### config.mk
export PLATFORM = sky130hd
export DESIGN_NAME = sensor_reading_ascii_framer_unit
export DESIGN_NICKNAME = d
export VERILOG_FILES = /design/src/rtl/core/srf_pkg.sv /design/src/rtl/core/srf_scale.sv /design/src/rtl/core/srf_bcd.sv /design/src/rtl/core/srf_serial.sv /design/src/rtl/core/sensor_reading_ascii_framer_unit.sv
export SDC_FILE = /design/constraint.sdc
export NUM_CORES = 1
export LEC_CHECK = 0
export BUFFER_PORTS_ARGS = -buffer_cell sky130_fd_sc_hd__buf_2
export CAP_MARGIN = 20
export CORE_MARGIN = 2
export CORE_UTILIZATION = 50
export CTS_CLUSTER_SIZE = 25
export DETAILED_ROUTE_END_ITERATION = 12
export HOLD_SLACK_MARGIN = 0.05
export PLACE_DENSITY = 0.65
export SLEW_MARGIN = 20
export SYNTH_ARGS = -nofsm -noshare
export SYNTH_HDL_FRONTEND = slang
export SYNTH_HIERARCHICAL = 1
export SYNTH_SLANG_ARGS = --single-unit
### constraint.sdc
create_clock -name clk -period 5 [get_ports clk]
set_clock_uncertainty 0.15 [all_clocks]
set_input_delay 0.5 -clock clk [delete_from_list [all_inputs] [get_ports clk]]
set_output_delay 0.5 -clock clk [all_outputs]
set_load 0.03 [all_outputs]
### src/rtl/core/srf_pkg.sv
// ----------------------------------------------------------------------------
// srf_pkg
// Shared types and constants of the sensor reading ASCII framer: reading kinds,
// clamp limits, decimal weights and the fixed frame template.
// ----------------------------------------------------------------------------
package srf_pkg;

  typedef enum logic [1:0] {
    KIND_TEMP = 2'd0,
    KIND_PRES = 2'd1,
    KIND_HUM  = 2'd2,
    KIND_NONE = 2'd3
  } srf_kind_t;

  // One reading on its way through the pipeline
  typedef struct packed {
    srf_kind_t        kind;
    logic             neg;
    logic [20:0]      mag;
    logic [5:0][3:0]  dig;
  } srf_item_t;

  localparam int unsigned FRAME_LEN = 20;
  localparam int unsigned CNT_W     = $clog2(FRAME_LEN);
  localparam logic [CNT_W-1:0] LAST_IDX = CNT_W'(FRAME_LEN - 1);

  localparam logic [20:0] TEMP_MAX  = 21'd99999;
  localparam logic [20:0] PRES_MAX  = 21'd999999;
  localparam logic [19:0] HUM_MAX   = 20'd999999;
  localparam logic [9:0]  HUM_SCALE = 10'd1000;

  localparam int unsigned NDIG_STG = 5;
  localparam logic [19:0] DIG_POW [NDIG_STG] = '{
    20'd100000, 20'd10000, 20'd1000, 20'd100, 20'd10
  };

  localparam logic [7:0] CH_ZERO  = 8'h30;
  localparam logic [7:0] CH_PLUS  = 8'h2B;
  localparam logic [7:0] CH_MINUS = 8'h2D;

  localparam logic [7:0] FRAME_TMPL [FRAME_LEN] = '{
    8'h73, 8'h5F, 8'h73, 8'h73, 8'h5F, 8'h31, 8'h5F, 8'h00, 8'h00, 8'h5F,
    8'h30, 8'h30, 8'h30, 8'h30, 8'h5F, 8'h30, 8'h30, 8'h30, 8'h5F, 8'h65
  };

  function automatic logic [7:0] asc_digit(input logic [3:0] d);
    asc_digit = CH_ZERO | {4'h0, d};
  endfunction

endpackage

### src/rtl/core/srf_scale.sv
// ----------------------------------------------------------------------------
// srf_scale
// Three-stage front end: sign and magnitude, per-kind clamp or humidity
// scaling by 1000/1024, final humidity clamp.
// ----------------------------------------------------------------------------
module srf_scale (
  input  logic                clk,
  input  logic                rst_n,
  input  logic                in_valid,
  output logic                in_ready,
  input  logic [1:0]          in_kind,
  input  logic signed [20:0]  in_reading,
  output logic                out_valid,
  input  logic                out_ready,
  output srf_pkg::srf_item_t  out_item
);
  import srf_pkg::*;

  logic      v0_r, v1_r, v2_r;
  srf_item_t s0_r, s1_r, s2_r;
  srf_item_t s0_nxt, s1_nxt, s2_nxt;
  logic      rdy0, rdy1, rdy2;
  logic [20:0] raw;
  logic [29:0] prod;

  assign rdy2     = !v2_r || out_ready;
  assign rdy1     = !v1_r || rdy2;
  assign rdy0     = !v0_r || rdy1;
  assign in_ready = rdy0;

  assign raw = in_reading;

  // sign and magnitude
  always_comb begin
    s0_nxt      = '0;
    s0_nxt.kind = srf_kind_t'(in_kind);
    s0_nxt.neg  = raw[20];
    case (srf_kind_t'(in_kind))
      KIND_TEMP: s0_nxt.mag = raw[20] ? (~raw + 21'd1) : raw;
      KIND_PRES,
      KIND_HUM:  s0_nxt.mag = raw[20] ? 21'd0 : raw;
      default:   s0_nxt.mag = 21'd0;
    endcase
  end

  assign prod = s0_r.mag[19:0] * HUM_SCALE;

  // clamp or scale
  always_comb begin
    s1_nxt = s0_r;
    case (s0_r.kind)
      KIND_TEMP: s1_nxt.mag = (s0_r.mag > TEMP_MAX) ? TEMP_MAX : s0_r.mag;
      KIND_PRES: s1_nxt.mag = (s0_r.mag > PRES_MAX) ? PRES_MAX : s0_r.mag;
      KIND_HUM:  s1_nxt.mag = {1'b0, prod[29:10]};
      default:   s1_nxt.mag = 21'd0;
    endcase
  end

  always_comb begin
    s2_nxt = s1_r;
    if (s1_r.mag[19:0] > HUM_MAX) begin
      s2_nxt.mag = {1'b0, HUM_MAX};
    end
  end

  always_ff @(posedge clk) begin
    if (!rst_n) begin
      v0_r <= 1'b0;
      v1_r <= 1'b0;
      v2_r <= 1'b0;
    end else begin
      if (rdy0) begin
        v0_r <= in_valid;
      end
      if (rdy1) begin
        v1_r <= v0_r;
      end
      if (rdy2) begin
        v2_r <= v1_r;
      end
    end
  end

  always_ff @(posedge clk) begin
    if (rdy0) begin
      s0_r <= s0_nxt;
    end
    if (rdy1) begin
      s1_r <= s1_nxt;
    end
    if (rdy2) begin
      s2_r <= s2_nxt;
    end
  end

  assign out_valid = v2_r;
  assign out_item  = s2_r;

endmodule

### src/rtl/core/srf_bcd.sv
// ----------------------------------------------------------------------------
// srf_bcd
// Binary to decimal conversion, one digit per pipeline stage, most
// significant first; the last remainder is the units digit.
// ----------------------------------------------------------------------------
module srf_bcd (
  input  logic                clk,
  input  logic                rst_n,
  input  logic                in_valid,
  output logic                in_ready,
  input  srf_pkg::srf_item_t  in_item,
  output logic                out_valid,
  input  logic                out_ready,
  output srf_pkg::srf_item_t  out_item
);
  import srf_pkg::*;

  logic      v_r [NDIG_STG];
  srf_item_t st_r [NDIG_STG];
  logic [NDIG_STG:0] rdy;

  // extract the digit of weight DIG_POW[k] and drop it from the remainder
  function automatic srf_item_t dig_step(input srf_item_t it, input int unsigned k);
    srf_item_t   o;
    logic [3:0]  d;
    logic [19:0] w;
    o = it;
    d = 4'd0;
    w = 20'd0;
    for (int unsigned j = 1; j <= 9; j++) begin
      if (it.mag[19:0] >= 20'(j) * DIG_POW[k]) begin
        d = 4'(j);
        w = 20'(j) * DIG_POW[k];
      end
    end
    o.dig[3'(5 - k)] = d;
    o.mag = it.mag - {1'b0, w};
    return o;
  endfunction

  assign rdy[NDIG_STG] = out_ready;
  assign in_ready      = rdy[0];

  for (genvar k = 0; k < NDIG_STG; k++) begin : g_stg
    srf_item_t src;
    logic      src_v;

    if (k == 0) begin : g_first
      assign src   = in_item;
      assign src_v = in_valid;
    end else begin : g_next
      assign src   = st_r[k-1];
      assign src_v = v_r[k-1];
    end

    assign rdy[k] = !v_r[k] || rdy[k+1];

    always_ff @(posedge clk) begin
      if (!rst_n) begin
        v_r[k] <= 1'b0;
      end else if (rdy[k]) begin
        v_r[k] <= src_v;
      end
    end

    always_ff @(posedge clk) begin
      if (rdy[k]) begin
        st_r[k] <= dig_step(src, k);
      end
    end
  end

  always_comb begin
    out_item        = st_r[NDIG_STG-1];
    out_item.dig[0] = st_r[NDIG_STG-1].mag[3:0];
  end

  assign out_valid = v_r[NDIG_STG-1];

endmodule

### src/rtl/core/srf_serial.sv
// ----------------------------------------------------------------------------
// srf_serial
// Frame serializer: holds one converted reading and emits its 20 ASCII bytes,
// one beat per cycle, through an output register; loads the next reading on
// the last byte so frames follow without a gap.
// ----------------------------------------------------------------------------
module srf_serial (
  input  logic                clk,
  input  logic                rst_n,
  input  logic                in_valid,
  output logic                in_ready,
  input  srf_pkg::srf_item_t  in_item,
  output logic                out_valid,
  output logic [7:0]          out_char_byte,
  output logic                out_frame_end
);
  import srf_pkg::*;

  logic             act_r, act_nxt;
  logic [CNT_W-1:0] cnt_r, cnt_nxt;
  srf_item_t        item_r;
  logic             load;
  logic             last;
  logic [7:0]       frame [FRAME_LEN];
  logic             oval_r;
  logic [7:0]       ochar_r;
  logic             oend_r;

  assign last     = act_r && (cnt_r == LAST_IDX);
  assign in_ready = !act_r || last;
  assign load     = in_valid && in_ready;

  always_comb begin
    act_nxt = act_r;
    cnt_nxt = cnt_r;
    if (load) begin
      act_nxt = 1'b1;
      cnt_nxt = '0;
    end else if (last) begin
      act_nxt = 1'b0;
    end else if (act_r) begin
      cnt_nxt = cnt_r + CNT_W'(1);
    end
  end

  // assemble the frame of the held reading
  always_comb begin
    frame = FRAME_TMPL;
    case (item_r.kind)
      KIND_TEMP: begin
        frame[5]  = 8'h32;
        frame[7]  = 8'h74;
        frame[8]  = 8'h70;
        frame[10] = item_r.neg ? CH_MINUS : CH_PLUS;
        frame[11] = asc_digit(item_r.dig[4]);
        frame[12] = asc_digit(item_r.dig[3]);
        frame[13] = asc_digit(item_r.dig[2]);
        frame[15] = asc_digit(item_r.dig[1]);
        frame[16] = asc_digit(item_r.dig[0]);
      end
      KIND_PRES: begin
        frame[5]  = 8'h34;
        frame[7]  = 8'h70;
        frame[8]  = 8'h72;
        frame[10] = asc_digit(item_r.dig[5]);
        frame[11] = asc_digit(item_r.dig[4]);
        frame[12] = asc_digit(item_r.dig[3]);
        frame[13] = asc_digit(item_r.dig[2]);
        frame[15] = asc_digit(item_r.dig[1]);
        frame[16] = asc_digit(item_r.dig[0]);
      end
      KIND_HUM: begin
        frame[5]  = 8'h33;
        frame[7]  = 8'h68;
        frame[8]  = 8'h75;
        frame[11] = asc_digit(item_r.dig[5]);
        frame[12] = asc_digit(item_r.dig[4]);
        frame[13] = asc_digit(item_r.dig[3]);
        frame[15] = asc_digit(item_r.dig[2]);
        frame[16] = asc_digit(item_r.dig[1]);
        frame[17] = asc_digit(item_r.dig[0]);
      end
      default: begin
        frame = FRAME_TMPL;
      end
    endcase
  end

  always_ff @(posedge clk) begin
    if (!rst_n) begin
      act_r  <= 1'b0;
      cnt_r  <= '0;
      oval_r <= 1'b0;
      oend_r <= 1'b0;
    end else begin
      act_r  <= act_nxt;
      cnt_r  <= cnt_nxt;
      oval_r <= act_r;
      oend_r <= last;
    end
  end

  always_ff @(posedge clk) begin
    if (load) begin
      item_r <= in_item;
    end
    ochar_r <= frame[cnt_r];
  end

  assign out_valid     = oval_r;
  assign out_char_byte = ochar_r;
  assign out_frame_end = oend_r;

endmodule

### src/rtl/core/sensor_reading_ascii_framer_unit.sv
// ----------------------------------------------------------------------------
// sensor_reading_ascii_framer_unit
// Turns one sensor reading into a 20-byte ASCII frame, one byte a cycle.
// ----------------------------------------------------------------------------
// A reading is taken at a clock edge with start high and busy low. Its first
// byte passes scaling, digit, holding and output registers to out_valid;
// the 20 bytes follow back to back with out_frame_end on the last, and the
// receiver cannot stall them. An active serializer takes a new reading only
// with its last byte. The three scaling and five digit stages buffer further
// readings, so start may be pulsed back to back; busy rises once they fill.
module sensor_reading_ascii_framer_unit (
  input  logic               clk,
  input  logic               rst_n,
  input  logic               start,
  output logic               busy,
  input  logic [1:0]         in_kind,
  input  logic signed [20:0] in_reading,
  output logic               out_valid,
  output logic [7:0]         out_char_byte,
  output logic               out_frame_end
);
  import srf_pkg::*;

  logic      sc_ready;
  logic      sc_valid, bc_ready;
  srf_item_t sc_item;
  logic      bc_valid, se_ready;
  srf_item_t bc_item;

  assign busy = !sc_ready;

  srf_scale u_scale (
    .clk        (clk),
    .rst_n      (rst_n),
    .in_valid   (start),
    .in_ready   (sc_ready),
    .in_kind    (in_kind),
    .in_reading (in_reading),
    .out_valid  (sc_valid),
    .out_ready  (bc_ready),
    .out_item   (sc_item)
  );

  srf_bcd u_bcd (
    .clk       (clk),
    .rst_n     (rst_n),
    .in_valid  (sc_valid),
    .in_ready  (bc_ready),
    .in_item   (sc_item),
    .out_valid (bc_valid),
    .out_ready (se_ready),
    .out_item  (bc_item)
  );

  srf_serial u_serial (
    .clk           (clk),
    .rst_n         (rst_n),
    .in_valid      (bc_valid),
    .in_ready      (se_ready),
    .in_item       (bc_item),
    .out_valid     (out_valid),
    .out_char_byte (out_char_byte),
    .out_frame_end (out_frame_end)
  );

endmodule

==> results.cfg, run 1 <==
[drt]
remaining_drc_errors = 0
wire_per_inst_um = 18.1
first_pass_iters = 7
drtAntennaViolNets = 0
num_vias = 13811
vias_per_cell = 5.89
drt_first_iter_violations = 889
wl_um = 42500

[clock_network]
clk_latency_ps = 590
clockBufferDepth = 3
path_clk_slew_ps = 60
htreeDepth = 1
clock-sinks = 279
cts_tree = built
numCtsBuffers = 31
root_buffer = clkbuf_16

[min_path]
hold_path_class = in2reg
hp-start = in_reading[19]

[sta]
finalSetupViolCount = 0
fin_tns_setup_ps = 0
setup_slack_ps = 91.5
slew-limit-headroom = 0.331
worstMarginPinSlew_ps = 1000
hold_viol_final = 0
period_needed_ps = 4910
period_share = 0.982
drv_slew = 0
clock.fmax_mhz = 204
rsz0062_at_grt = yes

[global_route]
grt-ovfl-total = 0
grt.total_usage = 0.223
grt_pass1_vias = 13643
antenna_found_initial = 1
grt_max_degree = 37
grt_pass1_wl_um = 70100

[finish]
fin_nets = 2093
syn_to_final_growth_pct = 12.1
layout-drive-gt1-share = 0.121
n_antenna_cell = 0
fillers = 3139

[worst_setup_path]
crit_path_end_kind = flop
path_max_fanout = 3
rr_startpoint = u_scale/s0_r[25]
critPathLaunchType = flop
crit_required_ps = 5200
critPathKind = reg2reg
startpoint = u_scale/s0_r[25]
cp.arrival_ps = 5100

[placement]
port_buffers = 35
pre_cts_slack_ps = -154
gp_congestion = 0.919
dp_hpwl_um = 32200

[pwr]
p_total_mw = 10.7
ir_worst_vdd_mv = 0.290
power_leakage_nw = 8.56
pwr-share-comb = 0.401
share_seq_of_total_power = 0.375
intPower_mw = 6.77
pwr-share-clk = 0.224
powerDensity_nw_per_um2 = 511
p_sw_mw = 3.97
switching_share = 0.369

[run_status]
status = complete, no violations

[floorplan]
die_x_um = 198
die_height_um = 198
start_util = 0.510
ios = 37
fp.coreArea_sq_um = 36800
die_area_sq_um = 39100
rows = 70

[synth]
yosys_warnings = 6
synthesis.area_sq_um = 18700
synth_fp_nets = 2007
synth_area_per_cell_sq_um = 10.6
syn_inst = 1767

[job]
maxCapViolCount = 0
==> layer usage <==
layer  global-route usage  vias up  wire (um)
met4               0.0660        0       1220
met2                0.372      365      20100
met1                0.306     6709      19000
li1                     -     6665          -
met3               0.0307       72       2140
met5                    0        -          0
==> per-stage QoR <==
step | area [sq um] | cells | util | hold WS (ps)
6_report | 21000 | 2346 | 0.571 | 112
2_1_floorplan | 18700 | 1767 | - | 250
5_1_grt | 21000 | 2346 | 0.571 | 122
3_5_place_dp | 19800 | 2282 | 0.538 | 255
4_1_cts | 20900 | 2344 | 0.569 | 86.6
3_3_place_gp | 19800 | 2282 | 0.538 | 251
==> power by group through the flow <==
stage                     logic (mW)  registers (mW)  clock network, mW
after floorplan                 3.38            3.67                  0
after global placement          4.11            4.05                  0
after detailed placement        4.19            4.05                  0
after CTS                       4.22            4.01               2.48
after global routing            4.89            4.12               2.55
final                           4.31            4.02               2.41
==> placed cells by master, fill, tap and decap left out, types with 9 or more instances in the layout <==
master	instances
nand2b_1	27
and3_1	11
a211oi_1	14
or3_1	21
nor3_1	37
or4_1	14
nand3_1	36
nor4_1	20
and2_1	22
o21bai_1	10
clkbuf_16	33
a21oi_1	100
dfxtp_1	19
xnor2_1	40
a211o_1	9
xor2_1	28
o211ai_1	11
ha_1	140
a31oi_1	24
nand4_1	17
nor2_1	119
fa_1	74
o21a_1	29
buf_4	79
edfxtp_1	260
nand2_1	107
nor2b_1	30
o22ai_1	12
or2_2	9
a21o_1	28
a221oi_1	12
buf_2	35
o21ai_0	90
a22oi_1	15
inv_1	155
o31ai_1	10
==> flip-flops by register name, summed over array words and instances (netlist names), 5 cells and up <==
name / cells
u_bcd/st_r: 159
u_bcd/v_r: 5
u_scale/out_item: 23
u_scale/s0_r: 24
u_scale/s1_r: 23
u_serial/cnt_r: 5
u_serial/item_r: 27
u_serial/out_char_byte: 7
==> final timing paths <==
check / to / slack [ps] / depth (start not counted)
worst max-delay path: u_scale/s1_r[37] / 90 / 15
worst min-delay path: u_scale/s0_r[43] / 110 / 2
worst max register to register: u_scale/s1_r[37] / 90 / 15
worst min register to register: u_bcd/st_r[0][141] / 260 / 0
==> critical path, stage by stage (launching register included) <==
cell      delay [ps]
edfxtp_1         430
fa_1             550
fa_1             520
inv_1             50
fa_1             480
fa_1             510
inv_1             40
ha_1             290
o21ai_0          120
a22oi_2          140
a31o_2           300
a31o_2           280
a21boi_2         180
nor3_1            80
or3_1            310
a32o_1           250
==> cell type report <==
cell class,instances,area [sq um],share of cell area
multi-input combinational,1255,9690,0.461
sequential,279,8190,0.390
clock buffer,39,858,0.0408
timing repair buffer,119,830,0.0395
inverter,167,632,0.0301
tap,468,586,0.0279
clock inverter,19,239,0.0114
==> timing repair <==
action                                  in CTS  in global routing
buffers inserted                             1                  2
endpoints found under the setup margin       4                 13
pin swaps                                    0                  3
endpoints found under the hold margin        3                  0
resized for setup                            2                 26
hold buffers                                 3                  0
Note: power is estimated with default switching activity, not from simulation.
==> run 2: changes to the inputs <==
--- a/config.mk
+++ b/config.mk
@@ -12,7 +12,7 @@
 export CTS_CLUSTER_SIZE = 25
 export DETAILED_ROUTE_END_ITERATION = 12
 export HOLD_SLACK_MARGIN = 0.05
-export PLACE_DENSITY = 0.65
+export PLACE_DENSITY = 0.63
 export SLEW_MARGIN = 20
 export SYNTH_ARGS = -nofsm -noshare
 export SYNTH_HDL_FRONTEND = slang
==> constraint.sdc (replaced) <==
create_clock -name clk -period 6.2 [get_ports clk]
set_clock_uncertainty 0.15 [all_clocks]
set_input_delay 0.62 -clock clk [delete_from_list [all_inputs] [get_ports clk]]
set_output_delay 0.62 -clock clk [all_outputs]
set_load 0.03 [all_outputs]
==> run 2 against run 1 <==
Utilization is 2.1 points lower. Global-route usage is 0.31 points lower. Cell count is 3.2% lower. Sequential share of layout area is 1.5 points higher. Highest routed layer unchanged. Combinational power is 25% lower. Fmax is 12% lower. Hold slack better by 3.6 ps.
==> results.cfg, run 2 (same netlist as run 1, synthesis figures left out) <==
[run_status]
status = complete, no violations

[finish]
final_util = 0.550
seq_area_sq_um = 8190
layout-drive-gt1-share = 0.0716
largest_reg_flops = 159
fin_area_sq_um = 20200
stdcell_count = 2270
fin_nets = 2020
regMostFlops = u_bcd/st_r
multi_input_area_sq_um = 9620
final_common_cell = edfxtp_1
syn_to_final_growth_pct = 8.02
final_cell_mix = edfxtp_1 (260), inv_1 (164), ha_1 (140)
largestRegisters = u_bcd/st_r (159), u_serial/item_r (27), u_scale/s0_r (24)
fillers = 3165

[clock_network]
cts_resized = 0
clock-sinks = 279
path_clk_slew_ps = 60
post_cts_buffers = 0
numCtsBuffers = 30
hold_buffers = 0
htreeDepth = 1
cts_tree = built
clockBufferDepth = 3
root_buffer = clkbuf_16
clk_latency_ps = 580

[sta]
rsz0062_at_grt = no
hold_viol_final = 0
slew-limit-headroom = 0.351
finalSetupViolCount = 0
hold_slack_ps = 116
drv_slew = 0
period_share = 0.904
setup_slack_ps = 596
fin_tns_setup_ps = 0
period_needed_ps = 5600
worstMarginPinSlew_ps = 971
clock.fmax_mhz = 178

[pwr]
pwr-share-comb = 0.392
intPower_mw = 5.12
p_sw_mw = 3.08
p_total_mw = 8.20
switching_share = 0.375
pwr-share-clk = 0.207
powerDensity_nw_per_um2 = 405
ir_worst_vdd_mv = 0.210
share_seq_of_total_power = 0.400
power_leakage_nw = 8.11

[drt]
vias_per_cell = 5.90
remaining_drc_errors = 0
first_pass_iters = 5
wl_um = 41900
num_vias = 13404
drtAntennaViolNets = 0
wire_per_inst_um = 18.4
drt_first_iter_violations = 963

[global_route]
antenna_found_initial = 1
grt.total_usage = 0.220
grt-ovfl-total = 0
grt-busiest-layer = met2
grt_pass1_wl_um = 68600
grt_max_degree = 29
grt_pass1_vias = 12976
grt_use_met1 = 0.301
grtUsageMet2 = 0.369
use_met3 = 0.0312

[worst_setup_path]
cp.arrival_ps = 5730
r2r_end = u_scale/s1_r[40]
critPathKind = reg2reg
path_max_fanout = 9
rr_startpoint = u_scale/s0_r[30]
crit_path_end_kind = flop
crit_required_ps = 6330
ff2ff_path_depth = 15
critPathLaunchType = flop
rrSetupSlack_ps = 600

[floorplan]
die_height_um = 198
fp.coreArea_sq_um = 36800
die_area_sq_um = 39100
ios = 37
start_util = 0.510
die_x_um = 198
rows = 70

[min_path]
min_to = u_scale/s0_r[46]
hp-start = in_kind[0]
hold_path_depth = 1
hold_path_class = in2reg

[placement]
port_buffers = 35
place_area_sq_um = 19300
dp_cells = 2216
dp_hpwl_um = 31500
gp_congestion = 0.894
pre_cts_slack_ps = 756

[job]
maxCapViolCount = 0
## run 2: how the worst max path moves through the flow
stage	slack [ps]	depth (start not counted)	from	endpoint
floorplan	1070	15	u_scale/s0_r[30]	u_scale/s1_r[37]
global placement	810	15	u_scale/s0_r[30]	u_scale/s1_r[40]
detailed placement	760	15	u_scale/s0_r[34]	u_scale/s1_r[40]
CTS	720	15	u_scale/s0_r[30]	u_scale/s1_r[40]
global route	360	15	u_scale/s0_r[30]	u_scale/s1_r[40]
finish	600	15	u_scale/s0_r[30]	u_scale/s1_r[40]
## run 2: worst max-delay path: stages, from the launching register on
cell,delay [ps]
edfxtp_1,440
inv_1,410
fa_1,530
fa_1,580
fa_1,450
fa_1,510
inv_1,40
ha_1,400
and4_1,240
and3_1,160
a22oi_1,100
a2111oi_0,600
nor3_1,240
o21bai_1,230
xnor2_1,140
a21oi_1,90
## run 2: power by group through the flow
stage / clock network [mW] / registers [mW] / logic, mW
2_1_floorplan: 0 / 2.96 / 2.73
3_3_place_gp: 0 / 3.30 / 3.14
3_5_place_dp: 0 / 3.31 / 3.19
4_1_cts: 1.76 / 3.28 / 3.21
5_1_grt: 1.83 / 3.36 / 3.67
6_report: 1.70 / 3.28 / 3.22
## run 2: area by class of cell
| type | count | area share |
|---|---|---|
| Antenna cell | 1 | 0.000124 |
| Clock inverter | 10 | 0.00377 |
| Inverter | 167 | 0.0311 |
| Tap cell | 468 | 0.0289 |
| Sequential cell | 279 | 0.404 |
| Multi-Input combinational cell | 1255 | 0.475 |
| Timing Repair Buffer | 47 | 0.0131 |
| Clock buffer | 43 | 0.0436 |
## run 2: layer usage
| layer | up-vias | part of all wire |
|---|---|---|
| met5 | - | 0 |
| met4 | 0 | 0.029 |
| met3 | 56 | 0.051 |
| met2 | 356 | 0.47 |
| met1 | 6488 | 0.45 |
| li1 | 6504 | - |
